$ cat src/hdl/plbe_pkg.sv
// ----------------------------------------------------------------------------
// plbe_pkg: shared definitions for the polyline length bounds block
// Default widths, fixed field widths, the relation codes and the control struct.
// ----------------------------------------------------------------------------
package plbe_pkg;

  // Default configuration of the block.
  localparam int COORD_BITS_DEF = 24;
  localparam int SUM_BITS_DEF   = 48;

  // Fixed field widths.
  localparam int ERR_W = 22;
  localparam int LEN_W = 48;
  localparam int REL_W = 3;

  // Relation between the previous and the current square.
  typedef enum logic [REL_W-1:0] {
    REL_START   = 3'd0,
    REL_NONE    = 3'd1,
    REL_X_ONLY  = 3'd2,
    REL_Y_ONLY  = 3'd3,
    REL_BOTH    = 3'd4,
    REL_IDENT   = 3'd5
  } rel_t;

  // Control result of the classification stage.
  typedef struct packed {
    rel_t rel;
    logic need_lo;
  } geom_ctl_t;

endpackage

$ cat src/hdl/plbe_sqrt.sv
// ----------------------------------------------------------------------------
// plbe_sqrt: floor of sqrt(dx*dx + dy*dy), one root bit per cycle
// Squares both legs, adds them, then runs a restoring digit-serial root that
// consumes two radicand bits per cycle.
// ----------------------------------------------------------------------------
module plbe_sqrt #(
  parameter int DW = plbe_pkg::COORD_BITS_DEF + 2
) (
  input  logic              clk,
  input  logic              rst_n,
  input  logic              start,
  input  logic [DW-1:0]     dx,
  input  logic [DW-1:0]     dy,
  output logic              busy,
  output logic              done,
  output logic [DW:0]       root
);

  localparam int RW = DW + 1;
  localparam int NW = 2 * RW;
  localparam int CNW = $clog2(RW);

  typedef enum logic [1:0] {S_IDLE, S_MUL, S_ADD, S_RUN} sq_state_t;

  sq_state_t          state_r, state_nxt;
  logic               done_r, done_nxt;
  logic [DW-1:0]      dx_r, dx_nxt, dy_r, dy_nxt;
  logic [2*DW-1:0]    sqx_r, sqx_nxt, sqy_r, sqy_nxt;
  logic [NW-1:0]      rad_r, rad_nxt;
  logic [RW:0]        rem_r, rem_nxt;
  logic [RW-1:0]      root_r, root_nxt;
  logic [CNW-1:0]     cnt_r, cnt_nxt;
  logic [RW+2:0]      rem_sh, trial, rem_diff;

  // One digit step of the restoring root.
  assign rem_sh   = {rem_r, rad_r[NW-1:NW-2]};
  assign trial    = {1'b0, root_r, 2'b01};
  assign rem_diff = rem_sh - trial;

  always_comb begin
    state_nxt = state_r;
    done_nxt  = 1'b0;
    dx_nxt    = dx_r;
    dy_nxt    = dy_r;
    sqx_nxt   = sqx_r;
    sqy_nxt   = sqy_r;
    rad_nxt   = rad_r;
    rem_nxt   = rem_r;
    root_nxt  = root_r;
    cnt_nxt   = cnt_r;
    case (state_r)
      S_IDLE: begin
        if (start) begin
          dx_nxt    = dx;
          dy_nxt    = dy;
          state_nxt = S_MUL;
        end
      end
      S_MUL: begin
        sqx_nxt   = dx_r * dx_r;
        sqy_nxt   = dy_r * dy_r;
        state_nxt = S_ADD;
      end
      S_ADD: begin
        rad_nxt   = NW'(sqx_r) + NW'(sqy_r);
        rem_nxt   = '0;
        root_nxt  = '0;
        cnt_nxt   = CNW'(RW - 1);
        state_nxt = S_RUN;
      end
      S_RUN: begin
        rad_nxt = {rad_r[NW-3:0], 2'b00};
        if (rem_sh >= trial) begin
          rem_nxt  = rem_diff[RW:0];
          root_nxt = {root_r[RW-2:0], 1'b1};
        end else begin
          rem_nxt  = rem_sh[RW:0];
          root_nxt = {root_r[RW-2:0], 1'b0};
        end
        cnt_nxt = cnt_r - 1'b1;
        if (cnt_r == '0) begin
          done_nxt  = 1'b1;
          state_nxt = S_IDLE;
        end
      end
      default: state_nxt = S_IDLE;
    endcase
  end

  always_ff @(posedge clk) begin
    if (!rst_n) begin
      state_r <= S_IDLE;
      done_r  <= 1'b0;
    end else begin
      state_r <= state_nxt;
      done_r  <= done_nxt;
    end
    dx_r   <= dx_nxt;
    dy_r   <= dy_nxt;
    sqx_r  <= sqx_nxt;
    sqy_r  <= sqy_nxt;
    rad_r  <= rad_nxt;
    rem_r  <= rem_nxt;
    root_r <= root_nxt;
    cnt_r  <= cnt_nxt;
  end

  assign busy = (state_r != S_IDLE);
  assign done = done_r;
  assign root = root_r;

endmodule

$ cat src/hdl/plbe_geom.sv
// ----------------------------------------------------------------------------
// plbe_geom: square classification stage
// Holds the previous square, widens each vertex into a square and registers
// the relation, the minimal gap and the legs of both segment lengths.
// ----------------------------------------------------------------------------
module plbe_geom #(
  parameter int COORD_BITS = plbe_pkg::COORD_BITS_DEF,
  localparam int BW = ((COORD_BITS > plbe_pkg::ERR_W) ? COORD_BITS
                                                       : plbe_pkg::ERR_W + 1) + 1
) (
  input  logic                          clk,
  input  logic                          rst_n,
  input  logic                          load,
  input  logic [COORD_BITS-1:0]         coord_x,
  input  logic [COORD_BITS-1:0]         coord_y,
  input  logic                          start_path,
  input  logic [plbe_pkg::ERR_W-1:0]    err,
  output plbe_pkg::geom_ctl_t           ctl,
  output logic [BW:0]                   gap,
  output logic [BW:0]                   lo_dx,
  output logic [BW:0]                   lo_dy,
  output logic [BW:0]                   hi_dx,
  output logic [BW:0]                   hi_dy
);

  localparam int DW = BW + 1;

  logic signed [BW-1:0] pxl_r, pxh_r, pyl_r, pyh_r;
  logic signed [BW-1:0] x_s, y_s, e_s, axl, axh, ayl, ayh;
  logic                 xo, yo, right, above, ident;
  logic [DW-1:0]        m_axl_pxh, m_axh_pxl, m_ayl_pyh, m_ayh_pyl;
  plbe_pkg::geom_ctl_t  ctl_r, ctl_nxt;
  logic [DW-1:0]        gap_r, gap_nxt, lo_dx_r, lo_dx_nxt, lo_dy_r, lo_dy_nxt;
  logic [DW-1:0]        hi_dx_r, hi_dx_nxt, hi_dy_r, hi_dy_nxt;

  function automatic logic [DW-1:0] mag(input logic signed [BW-1:0] a,
                                        input logic signed [BW-1:0] b);
    logic signed [DW-1:0] d;
    d = {a[BW-1], a} - {b[BW-1], b};
    return d[DW-1] ? DW'(-d) : DW'(d);
  endfunction

  // Current square.
  assign x_s = {{(BW-COORD_BITS){coord_x[COORD_BITS-1]}}, coord_x};
  assign y_s = {{(BW-COORD_BITS){coord_y[COORD_BITS-1]}}, coord_y};
  assign e_s = {{(BW-plbe_pkg::ERR_W){1'b0}}, err};
  assign axl = x_s - e_s;
  assign axh = x_s + e_s;
  assign ayl = y_s - e_s;
  assign ayh = y_s + e_s;

  // Overlap tests and the edge distances between both squares that every case draws from.
  assign right = pxh_r < axl;
  assign above = pyh_r < ayl;
  assign xo    = !(right || (axh < pxl_r));
  assign yo    = !(above || (ayh < pyl_r));
  assign ident = xo && yo && (pxl_r == axl) && (pxh_r == axh) &&
                 (pyl_r == ayl) && (pyh_r == ayh);
  assign m_axl_pxh = mag(axl, pxh_r);
  assign m_axh_pxl = mag(axh, pxl_r);
  assign m_ayl_pyh = mag(ayl, pyh_r);
  assign m_ayh_pyl = mag(ayh, pyl_r);

  always_comb begin
    ctl_nxt.rel     = plbe_pkg::REL_START;
    ctl_nxt.need_lo = 1'b0;
    gap_nxt   = '0;
    lo_dx_nxt = right ? m_axl_pxh : m_axh_pxl;
    lo_dy_nxt = above ? m_ayl_pyh : m_ayh_pyl;
    hi_dx_nxt = (pxh_r < axh) ? m_axh_pxl : m_axl_pxh;
    hi_dy_nxt = (pyh_r < ayh) ? m_ayh_pyl : m_ayl_pyh;
    if (start_path) begin
      ctl_nxt.rel = plbe_pkg::REL_START;
    end else if (ident) begin
      ctl_nxt.rel = plbe_pkg::REL_IDENT;
    end else if (!xo && !yo) begin
      ctl_nxt.rel     = plbe_pkg::REL_NONE;
      ctl_nxt.need_lo = 1'b1;
      hi_dx_nxt = right ? m_axh_pxl : m_axl_pxh;
      hi_dy_nxt = above ? m_ayh_pyl : m_ayl_pyh;
    end else if (xo && !yo) begin
      ctl_nxt.rel = plbe_pkg::REL_X_ONLY;
      gap_nxt   = above ? m_ayl_pyh : m_ayh_pyl;
      hi_dy_nxt = above ? m_ayh_pyl : m_ayl_pyh;
      hi_dx_nxt = (axh < pxh_r) ? m_axl_pxh : m_axh_pxl;
    end else if (!xo && yo) begin
      ctl_nxt.rel = plbe_pkg::REL_Y_ONLY;
      gap_nxt   = right ? m_axl_pxh : m_axh_pxl;
      hi_dx_nxt = right ? m_axh_pxl : m_axl_pxh;
      hi_dy_nxt = (ayh > pyh_r) ? m_ayh_pyl : m_ayl_pyh;
    end else begin
      ctl_nxt.rel = plbe_pkg::REL_BOTH;
    end
  end

  // Result registers and the stored square.
  always_ff @(posedge clk) begin
    if (!rst_n) begin
      pxl_r <= '0;
      pxh_r <= '0;
      pyl_r <= '0;
      pyh_r <= '0;
      ctl_r <= '{rel: plbe_pkg::REL_START, need_lo: 1'b0};
    end else if (load) begin
      ctl_r <= ctl_nxt;
      if (ctl_nxt.rel != plbe_pkg::REL_IDENT) begin
        pxl_r <= axl;
        pxh_r <= axh;
        pyl_r <= ayl;
        pyh_r <= ayh;
      end
    end
    if (load) begin
      gap_r   <= gap_nxt;
      lo_dx_r <= lo_dx_nxt;
      lo_dy_r <= lo_dy_nxt;
      hi_dx_r <= hi_dx_nxt;
      hi_dy_r <= hi_dy_nxt;
    end
  end

  assign ctl   = ctl_r;
  assign gap   = gap_r;
  assign lo_dx = lo_dx_r;
  assign lo_dy = lo_dy_r;
  assign hi_dx = hi_dx_r;
  assign hi_dy = hi_dy_r;

endmodule

$ cat src/hdl/polyline_length_error_bounds.sv
// Only the maximal length needs a root when the squares overlap in at least
// one axis, and both lengths need one when the squares do not overlap at all;
// identical squares and path starts need no root. RW is the root width, the
// bound width plus two (27 at the default 24-bit coordinates). The shared
// square root unit squares and adds the legs, then yields one root bit per
// cycle. One vertex is in work at a time; a finished result waits in the
// output register while the next vertex is taken.
// ----------------------------------------------------------------------------
// polyline_length_error_bounds: running min/max polyline length under error
// Classifies successive error squares, adds segment lengths to saturating
// sums and delivers one result transaction per vertex.
// ----------------------------------------------------------------------------
module polyline_length_error_bounds #(
  parameter int COORD_BITS = plbe_pkg::COORD_BITS_DEF,
  parameter int SUM_BITS   = plbe_pkg::SUM_BITS_DEF
) (
  input  logic                         clk,
  input  logic                         rst_n,
  input  logic                         cfg_we,
  input  logic [plbe_pkg::ERR_W-1:0]   cfg_wdata,
  input  logic                         in_valid,
  output logic                         in_stall,
  input  logic [COORD_BITS-1:0]        in_coord_x,
  input  logic [COORD_BITS-1:0]        in_coord_y,
  input  logic                         in_start_path,
  output logic                         out_valid,
  input  logic                         out_stall,
  output logic [plbe_pkg::LEN_W-1:0]   out_length_min,
  output logic [plbe_pkg::LEN_W-1:0]   out_length_max,
  output logic [plbe_pkg::REL_W-1:0]   out_relation,
  output logic                         out_saturated
);

  localparam int BW = ((COORD_BITS > plbe_pkg::ERR_W) ? COORD_BITS
                                                       : plbe_pkg::ERR_W + 1) + 1;
  localparam int DW = BW + 1;
  localparam int RW = DW + 1;
  localparam int XW = ((SUM_BITS > RW) ? SUM_BITS : RW) + 1;

  typedef enum logic [2:0] {ST_IDLE, ST_CLASS, ST_LO, ST_HI, ST_OUT} state_t;

  state_t                     state_r, state_nxt;
  logic [plbe_pkg::ERR_W-1:0] err_r;
  logic [SUM_BITS-1:0]        sum_min_r, sum_min_nxt, sum_max_r, sum_max_nxt;
  logic                       sat_r, sat_nxt;
  logic                       out_valid_r, out_valid_nxt;
  logic [plbe_pkg::LEN_W-1:0] out_min_r, out_min_nxt, out_max_r, out_max_nxt;
  logic [plbe_pkg::REL_W-1:0] out_rel_r, out_rel_nxt;
  logic                       out_sat_r, out_sat_nxt;

  logic                       in_take;
  plbe_pkg::geom_ctl_t        g_ctl;
  logic [DW-1:0]              g_gap, g_lo_dx, g_lo_dy, g_hi_dx, g_hi_dy;

  logic                       sq_start, sq_busy, sq_done, sq_use_lo;
  logic [RW-1:0]              sq_root;
  logic [DW-1:0]              sq_dx, sq_dy;

  logic [SUM_BITS-1:0]        add_a;
  logic [XW-1:0]              add_v, add_s;
  logic                       add_ovf;
  logic [SUM_BITS-1:0]        add_res;

  assign in_take = in_valid && !in_stall;

  plbe_geom #(.COORD_BITS(COORD_BITS)) u_geom (
    .clk        (clk),
    .rst_n      (rst_n),
    .load       (in_take),
    .coord_x    (in_coord_x),
    .coord_y    (in_coord_y),
    .start_path (in_start_path),
    .err        (err_r),
    .ctl        (g_ctl),
    .gap        (g_gap),
    .lo_dx      (g_lo_dx),
    .lo_dy      (g_lo_dy),
    .hi_dx      (g_hi_dx),
    .hi_dy      (g_hi_dy)
  );

  // The root unit runs the minimal segment first when one is needed.
  assign sq_dx = sq_use_lo ? g_lo_dx : g_hi_dx;
  assign sq_dy = sq_use_lo ? g_lo_dy : g_hi_dy;

  plbe_sqrt #(.DW(DW)) u_sqrt (
    .clk   (clk),
    .rst_n (rst_n),
    .start (sq_start),
    .dx    (sq_dx),
    .dy    (sq_dy),
    .busy  (sq_busy),
    .done  (sq_done),
    .root  (sq_root)
  );

  // Shared saturating adder; the maximal sum only grows in ST_HI.
  assign add_a   = (state_r == ST_HI) ? sum_max_r : sum_min_r;
  assign add_v   = (state_r == ST_CLASS) ? XW'(g_gap) : XW'(sq_root);
  assign add_s   = XW'(add_a) + add_v;
  assign add_ovf = (add_s > XW'({SUM_BITS{1'b1}}));
  assign add_res = add_ovf ? {SUM_BITS{1'b1}} : add_s[SUM_BITS-1:0];

  always_comb begin
    state_nxt     = state_r;
    sum_min_nxt   = sum_min_r;
    sum_max_nxt   = sum_max_r;
    sat_nxt       = sat_r;
    sq_start      = 1'b0;
    sq_use_lo     = 1'b0;
    out_valid_nxt = out_valid_r && out_stall;
    out_min_nxt   = out_min_r;
    out_max_nxt   = out_max_r;
    out_rel_nxt   = out_rel_r;
    out_sat_nxt   = out_sat_r;
    case (state_r)
      ST_IDLE: begin
        if (in_take) begin
          state_nxt = ST_CLASS;
        end
      end
      ST_CLASS: begin
        case (g_ctl.rel)
          plbe_pkg::REL_START: begin
            sum_min_nxt = '0;
            sum_max_nxt = '0;
            sat_nxt     = 1'b0;
            state_nxt   = ST_OUT;
          end
          plbe_pkg::REL_IDENT: begin
            state_nxt = ST_OUT;
          end
          plbe_pkg::REL_NONE: begin
            sq_start  = 1'b1;
            sq_use_lo = 1'b1;
            state_nxt = ST_LO;
          end
          plbe_pkg::REL_X_ONLY, plbe_pkg::REL_Y_ONLY: begin
            sum_min_nxt = add_res;
            sat_nxt     = sat_r || add_ovf;
            sq_start    = 1'b1;
            state_nxt   = ST_HI;
          end
          default: begin
            sq_start  = 1'b1;
            state_nxt = ST_HI;
          end
        endcase
      end
      ST_LO: begin
        if (sq_done) begin
          sum_min_nxt = add_res;
          sat_nxt     = sat_r || add_ovf;
          sq_start    = 1'b1;
          state_nxt   = ST_HI;
        end
      end
      ST_HI: begin
        if (sq_done) begin
          sum_max_nxt = add_res;
          sat_nxt     = sat_r || add_ovf;
          state_nxt   = ST_OUT;
        end
      end
      ST_OUT: begin
        if (!out_valid_r || !out_stall) begin
          out_valid_nxt = 1'b1;
          out_min_nxt   = plbe_pkg::LEN_W'(sum_min_r);
          out_max_nxt   = plbe_pkg::LEN_W'(sum_max_r);
          out_rel_nxt   = g_ctl.rel;
          out_sat_nxt   = sat_r;
          state_nxt     = ST_IDLE;
        end
      end
      default: state_nxt = ST_IDLE;
    endcase
  end

  // Control state, sums, configuration and the output register.
  always_ff @(posedge clk) begin
    if (!rst_n) begin
      state_r     <= ST_IDLE;
      err_r       <= '0;
      sum_min_r   <= '0;
      sum_max_r   <= '0;
      sat_r       <= 1'b0;
      out_valid_r <= 1'b0;
    end else begin
      state_r     <= state_nxt;
      sum_min_r   <= sum_min_nxt;
      sum_max_r   <= sum_max_nxt;
      sat_r       <= sat_nxt;
      out_valid_r <= out_valid_nxt;
      if (cfg_we) begin
        err_r <= cfg_wdata;
      end
    end
    out_min_r <= out_min_nxt;
    out_max_r <= out_max_nxt;
    out_rel_r <= out_rel_nxt;
    out_sat_r <= out_sat_nxt;
  end

  assign in_stall       = (state_r != ST_IDLE);
  assign out_valid      = out_valid_r;
  assign out_length_min = out_min_r;
  assign out_length_max = out_max_r;
  assign out_relation   = out_rel_r;
  assign out_saturated  = out_sat_r;

  // Between vertices the minimal length never passes the maximal length.
  a_min_le_max: assert property (@(posedge clk) disable iff (!rst_n)
    (state_r == ST_IDLE) |-> (sum_min_r <= sum_max_r))
    else $error("minimal sum exceeds maximal sum");

  // The root unit is only started while it is free.
  a_sq_free: assert property (@(posedge clk) disable iff (!rst_n)
    sq_start |-> !sq_busy) else $error("root unit started while busy");

  // A new result transaction is only raised from the output state.
  a_out_src: assert property (@(posedge clk) disable iff (!rst_n)
    $rose(out_valid_r) |-> $past(state_r == ST_OUT))
    else $error("result raised outside the output state");

  // A root completes only while the sequencer waits for it.
  a_done_wait: assert property (@(posedge clk) disable iff (!rst_n)
    sq_done |-> (state_r == ST_LO || state_r == ST_HI))
    else $error("root finished with no consumer");

endmodule
$ cat config.mk
export PLATFORM = sky130hd
export DESIGN_NAME = polyline_length_error_bounds
export DESIGN_NICKNAME = d
export VERILOG_FILES = /design/src/hdl/plbe_pkg.sv /design/src/hdl/plbe_sqrt.sv /design/src/hdl/plbe_geom.sv /design/src/hdl/polyline_length_error_bounds.sv
export SDC_FILE = /design/constraint.sdc
export NUM_CORES = 2
export LEC_CHECK = 0
export ABC_AREA = 1
export BUFFER_PORTS_ARGS = -buffer_cell sky130_fd_sc_hd__buf_4
export CAP_MARGIN = 40
export CORE_MARGIN = 2
export CORE_UTILIZATION = 60
export CTS_BUF_LIST = sky130_fd_sc_hd__clkbuf_2
export CTS_CLUSTER_SIZE = 14
export DETAILED_ROUTE_END_ITERATION = 6
export HOLD_SLACK_MARGIN = 0.08
export PLACE_DENSITY = 0.88
export SLEW_MARGIN = 20
export SYNTH_ARGS = -nofsm -noshare
export SYNTH_HDL_FRONTEND = slang
export SYNTH_SLANG_ARGS = --single-unit
$ cat constraint.sdc
create_clock -name clk -period 7.8 [get_ports clk]
set_input_delay 0.78 -clock clk [delete_from_list [all_inputs] [get_ports clk]]
set_output_delay 0.78 -clock clk [all_outputs]
set_load 0.05 [all_outputs]
==> flow_metrics.env <==
export IMPL_run_status="finished with violations"
export IMPL_violations="DRC"
export IMPL_setup_viol=0
export IMPL_crit_path_end_kind="register"
export IMPL_start_kind="register"
export IMPL_syn_inst=11790
export IMPL_finalNetCount=14050
export IMPL_fin_area_mm2=0.09984
export IMPL_hpwl_mm=223.3
export IMPL_hp_class="primary input to register"
export IMPL_seq_area_mm2=0.01952
export IMPL_arrival_ns=9.25
export IMPL_cts_root_buf="clkbuf_2"
export IMPL_die_width_um=393.7
export IMPL_slowest_stage="dlygate4sd3_1"
export IMPL_routed_via_count=81150
export IMPL_finalCritPeriodShare_pct=95.78
export IMPL_grt_max_degree=83
export IMPL_start_util_pct=60.21
export IMPL_syn_num_nets=13650
export IMPL_dpl_cell_area_mm2=0.09478
export IMPL_report_final_hold_viol_count=0
export IMPL_layout_common_cells="2734 x nand2_1, 2636 x inv_1, 1035 x fa_1"
export IMPL_port_buffers=177
export IMPL_fp_row_count=143
export IMPL_die_y_um=393.7
export IMPL_numCtsBuffers=192
export IMPL_die_area_mm2=0.1550
export IMPL_viasPerCell=5.640
export IMPL_ant_nets=0
export IMPL_areaGrowthSynthToFinish_pct=9.552
export IMPL_overflow=0
export IMPL_synth_area_mm2=0.09113
export IMPL_seq_area_frac_synth_pct=21.40
export IMPL_clkSlewWorstSetupHoldPaths_ns=0.12
export IMPL_drtIter0Drc=7716
export IMPL_maxSlewViolCount=0
export IMPL_cts_buffer_depth=3
export IMPL_cts_sinks=725
export IMPL_worstSetupPathType="register to register"
export IMPL_firstDrtPassIters=7
export IMPL_layout_drive_gt1_share_pct=7.447
export IMPL_clock_latency_ns=1.93
export IMPL_max_freq_mhz=133.9
export IMPL_synth_largest_area_cell="fa_1"
export IMPL_hold_depth=8
export IMPL_htreeDepth=4
export IMPL_relSlewSlack_pct=13.69
export IMPL_drc=5
export IMPL_async_reset_ff_share_pct=0
export IMPL_cpPeakStageDelay_ns=0.56
export IMPL_drt_wirelength_per_cell_um=19.60
export IMPL_yosysUniqueCellTypes=69
export IMPL_skew_ns=0.2406
export IMPL_ys_flop_type="edfxtp_1"
export IMPL_num_fill_cells=12390
export IMPL_yosys_register_bits=725
export IMPL_cts_tree="done"
export IMPL_multi_input_comb_area_mm2=0.06040
export IMPL_synth_edf_count=498
export IMPL_period_needed_ns=7.471
export IMPL_cp_max_fo=49
export IMPL_syn_avg_cell_area_um2=7.729
export IMPL_routed_wl_mm=282.1
export IMPL_antenna_found_initial=12
export IMPL_cp_common_cell="nand2_1"
export IMPL_io_pins=178
export IMPL_gp_congestion=1.061
export IMPL_yosysTopAreaCellShare_pct=22.74
export IMPL_grt_pass1_vias=83250
export IMPL_required_ns=9.58
export IMPL_track_usage_pct=35.74
export IMPL_yosysWarningCount=0
export IMPL_reg2reg_depth=42
export IMPL_drv_cap=0
export IMPL_tightest_slew_ns=1.295
export IMPL_synth_area_top_cells="fa_1 23%, edfxtp_1 16%, nand2_1 11%"
export IMPL_grt_pass1_wl_mm=439.3
export IMPL_layout_commonest_cell="nand2_1"
export IMPL_core_area_mm2=0.1514
[repair_timing]
| item | in CTS | in global routing |
|---|---|---|
| setup buffers | 0 | 21 |
| hold buffers | 224 | 0 |
| hold endpoints to repair | 396 | 0 |
| setup endpoints to repair | 0 | 183 |
| gates resized for setup | 0 | 86 |
[flip-flops by register name, summed over array words and instances (netlist names), 5 cells and up]
| signal | flops |
|---|---|
| u_sqrt.rad_r | 54 |
| u_sqrt.sqx_r | 51 |
| u_sqrt.sqy_r | 51 |
| out_length_max | 48 |
| out_length_min | 48 |
| sum_max_r | 48 |
| sum_min_r | 48 |
| u_sqrt.rem_r | 28 |
| u_sqrt.root | 27 |
| u_geom.gap | 26 |
| u_geom.hi_dx | 26 |
| u_geom.hi_dy | 26 |
| u_geom.lo_dx | 26 |
| u_geom.lo_dy | 26 |
| u_sqrt.dx_r | 26 |
| u_sqrt.dy_r | 26 |
| u_geom.pxh_r | 25 |
| u_geom.pyh_r | 25 |
| u_geom.pxl_r | 24 |
| u_geom.pyl_r | 24 |
| err_r | 22 |
| u_sqrt.cnt_r | 5 |
[metrics by stage]
step / TNS (ns) / hold WS, ns / util, % / setup WS (ns) / instances
after CTS: 0 / 0.1298 / 65.37 / 0.03231 / 14340
after global placement: 0 / 0.4207 / 62.53 / 0.3189 / 13760
final: 0 / 0.1879 / 65.96 / 0.3290 / 14390
after detailed placement: 0 / 0.4214 / 62.62 / 0.1667 / 13770
after global routing: -0.1921 / 0.1281 / 65.95 / -0.06292 / 14390
after floorplan: 0 / 0.4082 / - / 0.9802 / 11790
[path summary, 6_finish.rpt]
check	startpoint	to	slack, ns
worst min register to register	sat_r	out_saturated	0.45
worst min-delay path	in_coord_y[14]	u_geom.pyl_r[14]	0.19
worst max-delay path	err_r[13]	u_geom.pyh_r[23]	0.33
worst max register to register	err_r[13]	u_geom.pyh_r[23]	0.33
[area by class of cell]
cell class | instances | area share, %
Multi-Input combinational cell | 8025 | 60.50
Sequential cell | 725 | 19.55
Inverter | 2662 | 10.02
Timing Repair Buffer | 583 | 5.437
Tap cell | 2030 | 2.544
Clock buffer | 257 | 1.288
Clock inverter | 88 | 0.6203
Antenna cell | 19 | 0.04762
[synth_stat cells (all sizes together) (2+ instances only)]
cell and n:
nand2 2758, inv 2658, fa 1035, a21oi 778
ha 752, nor2 719, edfxtp 498, nand3 481
o21ai 463, clkbuf 264, xor2 235, dfxtp 227
xnor2 123, buf 116, nand4 89, a31oi 75
nor3 73, or2 68, mux2 52, o211ai 43
o21a 36, nor4 27, o21bai 26, o31ai 26
nand3b 25, a21boi 22, and2 21, a211oi 17
a21o 17, o221ai 13, o22ai 10, a221oi 6
and3 6, xnor3 6, clkinv 4, nor3b 3
a2111oi 2, mux2i 2, o2111ai 2, o221a 2
o311ai 2
[cells by family after synthesis]
group	synth area share [%]
AOI/OAI and AO/OA	9.318
xor gates and xnor gates	3.597
adders and majority gates	33.06
buffers and inverters	12.77
DFF	21.40
muxes	0.6645
and+or+nand+nor	19.19
[worst max-delay path: cells and delay by family, from the launching register on]
family,cells,cell delay [ns]
fa+ha+maj,3,0.97
flops,1,0.46
buf+inv,8,1.98
simple gates,23,2.73
compound gates,8,1.17
[metal layers]
metal | GRT usage, % | wire (µm)
met1 | 43.78 | 106900
met2 | 59.18 | 131800
met3 | 6.060 | 23460
met4 | 21.75 | 19720
met5 | 0 | 81
Power is left out: the tool's default activity adds up to more than one toggle a clock period on the data nets, which glitch-free logic cannot reach.
